### src/rtl/sop_div.sv
// Iterative restoring divider, one quotient bit per cycle.
// Divides a 64-bit value by a 32-bit value whose quotient fits in 32 bits.
`default_nettype none
module sop_div (
    input  wire logic        i_clk,
    input  wire logic        i_rst_n,
    input  wire logic        i_start,
    input  wire logic [63:0] i_dividend,
    input  wire logic [31:0] i_divisor,
    output logic             o_done,
    output logic      [31:0] o_quot
);
    logic        r_busy;
    logic [4:0]  r_cnt;
    logic [31:0] r_rem;
    logic [31:0] r_low;
    logic [31:0] r_den;
    logic [32:0] w_trial;
    logic        w_ge;

    assign w_trial = {r_rem, r_low[31]};
    assign w_ge    = w_trial >= {1'b0, r_den};
    assign o_quot  = r_low;

    always_ff @(posedge i_clk) begin
        if (!i_rst_n) begin
            r_busy <= 1'b0;
            r_cnt  <= '0;
            o_done <= 1'b0;
        end else begin
            o_done <= 1'b0;
            if (i_start) begin
                r_busy <= 1'b1;
                r_cnt  <= '0;
            end else if (r_busy) begin
                r_cnt <= r_cnt + 5'd1;
                if (r_cnt == 5'd31) begin
                    r_busy <= 1'b0;
                    o_done <= 1'b1;
                end
            end
        end
    end

    // The upper half of the dividend is below the divisor, so it is the
    // starting remainder and only 32 quotient bits remain to be found.
    always_ff @(posedge i_clk) begin
        if (i_start) begin
            r_rem <= i_dividend[63:32];
            r_low <= i_dividend[31:0];
            r_den <= i_divisor;
        end else if (r_busy) begin
            r_rem <= w_ge ? 32'(w_trial - {1'b0, r_den}) : w_trial[31:0];
            r_low <= {r_low[30:0], w_ge};
        end
    end
endmodule
`default_nettype wire

### config.mk
export PLATFORM = sky130hd
export DESIGN_NAME = sop_div
export DESIGN_NICKNAME = d
export VERILOG_FILES = /design/src/rtl/sop_div.sv
export SDC_FILE = /design/constraint.sdc
export NUM_CORES = 1
export LEC_CHECK = 0
export BUFFER_PORTS_ARGS = -buffer_cell sky130_fd_sc_hd__buf_2
export CAP_MARGIN = 20
export CORE_MARGIN = 2
export CORE_UTILIZATION = 40
export DETAILED_ROUTE_END_ITERATION = 8
export PLACE_DENSITY_LB_ADDON = 0.2
export SETUP_SLACK_MARGIN = 0.2
export SLEW_MARGIN = 20
export SYNTH_ARGS = -nofsm -noshare
export SYNTH_HDL_FRONTEND = slang
export SYNTH_SLANG_ARGS = --single-unit
export TNS_END_PERCENT = 5
### constraint.sdc
create_clock -name i_clk -period 3.8 [get_ports i_clk]
set_clock_uncertainty 0.05 [all_clocks]
set_input_delay 0.19 -clock i_clk [delete_from_list [all_inputs] [get_ports i_clk]]
set_output_delay 0.19 -clock i_clk [all_outputs]
set_load 0.1 [all_outputs]
==> impl_metrics.json <==
{
  "status": "finished, final reports clean",
  "switchingPower_mw": 1.828,
  "synth_commonest_cells": "edfxtp_1 (96), mux2_2 (46), a21oi_1 (38), inv_1 (38), nand2_1 (38)",
  "whs_ns": 0.008770,
  "cts_tree": "yes",
  "first_pass_iters": 4,
  "via_count": 4647,
  "synth_top_area_frac": 0.4656,
  "ys_types": 62,
  "overflow": 0,
  "grt_max_degree": 65,
  "fp.dieH_um": 128.4,
  "fin_crit_sh": 0.8820,
  "setup_viol_count_final": 0,
  "cts-root-buf": "clkbuf_16",
  "path_buf_inv": 1,
  "p_int_mw": 2.891,
  "fin_util": 0.5048,
  "max_freq_ghz": 0.2984,
  "setup_tns_ns": 0,
  "drtIter0Drc": 228,
  "power_frac_clock": 0.212,
  "ios": 132,
  "cp_top_family": "compound AO/OA/AOI/OAI gates",
  "routed_via_density": 5.257,
  "synthMostInstantiatedCell": "edfxtp_1",
  "worst_r2r_startpoint": "r_rem[11]",
  "die_w_um": 128.4,
  "reg2reg_to": "r_rem[12]",
  "netlist_area_um2": 6191,
  "hold-path-cell-count": 2,
  "layout.nets": 825,
  "core_um2": 15150,
  "dieArea_um2": 16490,
  "worstPathCellList": "ha_1 -> nand2_1 -> a2111oi_4 -> o21ai_2 -> nand2_2 -> a31oi_4 -> o31ai_4 -> buf_4 -> mux2_1 -> mux2_2",
  "area_growth_syn_to_layout_pct": 23.48,
  "cp.required_ns": 3.86,
  "postPlaceCellArea_um2": 7008,
  "wl_per_cell_um": 15.94,
  "crit_slowest_cell": "o31ai_4",
  "cts.sinks": 103,
  "cts_setup_buffers": 0,
  "antenna_cells": 0,
  "design_area_um2": 7645,
  "synth.net_count": 666,
  "p_seq_frac": 0.335,
  "antenna_found_initial": 0,
  "cts_made_buffers": 9,
  "hpwl_um": 10220,
  "critPathLaunchType": "flop",
  "wl_um": 14090,
  "switching_share": 0.3874,
  "max-cap-violations": 0,
  "reg2reg_slack_ns": 0.45,
  "cp-end-kind": "flop",
  "post_route_cells_drive_above_1_share": 0.3118,
  "syn_inst": 532,
  "synth.avg_cell_area_um2": 11.64,
  "crit_type": "reg -> reg",
  "crit_fanout": 9,
  "htree_num_levels": 3,
  "gp_congestion": 0.8515,
  "hp-start": "i_rst_n",
  "synthFlopType": "edfxtp_1",
  "ir_worst_vdd_v": 0.0003861,
  "critPathMaxStageDelay_ns": 0.47,
  "start_util": 0.4088,
  "drcViolationCount": 0,
  "hp-class": "in -> reg",
  "hold_viol": 0,
  "clock_latency_ns": 0.37,
  "grt_pass1_vias": 4821,
  "min_period_ns": 3.352,
  "grt_pass1_wl_um": 23230,
  "rr_worst_depth": 10,
  "grtUsageTotal": 0.1778,
  "synth.yosys.warnings": 0,
  "std_cell_rows": 45,
  "hold-path-endpoint": "r_busy",
  "worstMarginPinSlew_ns": 0.8556,
  "slew-limit-headroom": 0.4296,
  "slew_violations": 0,
  "io_buffers": 131,
  "ys_seq_elements": 103,
  "synthArstFlopShare": 0,
  "cp.arrival_ns": 3.41,
  "p_per_area_nw_per_um2": 617.3,
  "synth_area_leader_cell": "edfxtp_1",
  "p_leak_nw": 3.225,
  "ant_nets": 0,
  "total_power_mw": 4.719,
  "yosysSeqAreaShare": 0.4883,
  "clk_pin_slew_ns": 0.08,
  "synth_edf_count": 96,
  "rsz0062_at_grt": "false",
  "clk_path_buf_depth": 2,
  "synthTopCellsByArea": "edfxtp_1 (47%), mux2_2 (8.4%), ha_1 (6.9%)",
  "comb_power_share": 0.453
}
-- routing by layer --
metal | vias up | share of wire | GRT usage | wire length [um]
met5 | - | 0 | 0 | 0
met4 | 0 | 0.011 | 0.04072 | 153
met3 | 11 | 0.065 | 0.06237 | 914
met2 | 131 | 0.46 | 0.2910 | 6432
met1 | 2204 | 0.47 | 0.2280 | 6586
li1 | 2301 | - | - | -
-- cells in the final DEF (no fill, tap or decap), types with 6 or more instances in the layout --
cell type	netlist	final
xor2_1	10	10
a31oi_1	8	8
nand3_1	7	7
buf_2	5	130
xnor2_1	19	19
a21oi_1	38	38
ha_1	34	34
mux2_2	46	46
buf_4	0	8
nand4_1	6	6
clkbuf_16	0	9
o21ai_0	12	12
edfxtp_1	96	96
a221o_1	8	8
nor3b_1	7	7
mux2i_1	6	6
nor2b_1	9	9
a211oi_1	7	6
nand2_1	38	38
a21o_1	14	14
inv_1	38	38
nor2_1	25	25
dlygate4sd3_1	0	32
mux2_1	11	11
dfxtp_1	7	7
nand2b_1	6	6
-- sequential cells by signal, indices dropped and copies added (netlist names) --
| register | count |
|---|---|
| o_done | 1 |
| r_den | 32 |
| r_rem | 32 |
| r_cnt | 5 |
| r_busy | 1 |
| o_quot | 32 |
-- logic make-up after synthesis --
logic type | share of synthesized area
simple gates | 0.1095
compound gates | 0.1320
flops | 0.4883
mux | 0.1134
buf+inv | 0.04386
fa+ha+maj | 0.07195
xor+xnor | 0.04103
-- worst reg2reg max path, stage by stage (launching register included) --
cell	delay (ns)
edfxtp_1	0.39
ha_1	0.45
nand2_1	0.14
a2111oi_4	0.33
o21ai_2	0.13
nand2_2	0.14
a31oi_4	0.13
o31ai_4	0.47
buf_4	0.27
mux2_1	0.33
mux2_2	0.27
-- how the worst max path moves through the flow --
stage / start / depth (start not counted) / slack [ns] / to
2_1_floorplan: o_quot[31] / 11 / 0.29 / r_rem[11]
3_3_place_gp: r_rem[3] / 10 / 0.55 / r_rem[11]
3_5_place_dp: r_rem[3] / 10 / 0.43 / r_rem[12]
4_1_cts: r_rem[3] / 10 / 0.40 / r_rem[12]
5_1_grt: r_rem[15] / 10 / 0.27 / r_rem[12]
6_report: r_rem[11] / 10 / 0.45 / r_rem[12]
-- power groups by stage --
stage               clock network, mW  logic (mW)  registers (mW)
finish                          0.998        2.14            1.58
global route                     1.06        2.36            1.61
CTS                              1.02        2.14            1.58
detailed placement                  0        2.10            1.61
global placement                    0        2.08            1.60
floorplan                           0        1.45            1.85
-- metrics by stage --
step / worst slack (ns) / cells
2_1_floorplan: 0.2896 / 532
3_3_place_gp: 0.5544 / 836
3_5_place_dp: 0.4280 / 836
4_1_cts: 0.4048 / 884
5_1_grt: 0.2661 / 884
6_report: 0.4482 / 884
-- layout make-up --
type | instances | area (um^2)
flip-flops and latches | 103 | 3023
inverters | 38 | 142.6
clock buffers | 9 | 225.2
fillers | 1420 | 7501
well taps | 188 | 235.2
repair buffers | 170 | 1031
multi-input cells | 369 | 2902
clock inverters | 7 | 86.33
-- repair_timing --
| item | CTS | global route |
|---|---|---|
| gates resized for setup | 0 | 1 |
| hold endpoints to repair | 32 | 0 |
| setup endpoints to repair | 0 | 1 |
| hold buffers | 32 | 0 |
(Power assumes the default switching activity.)
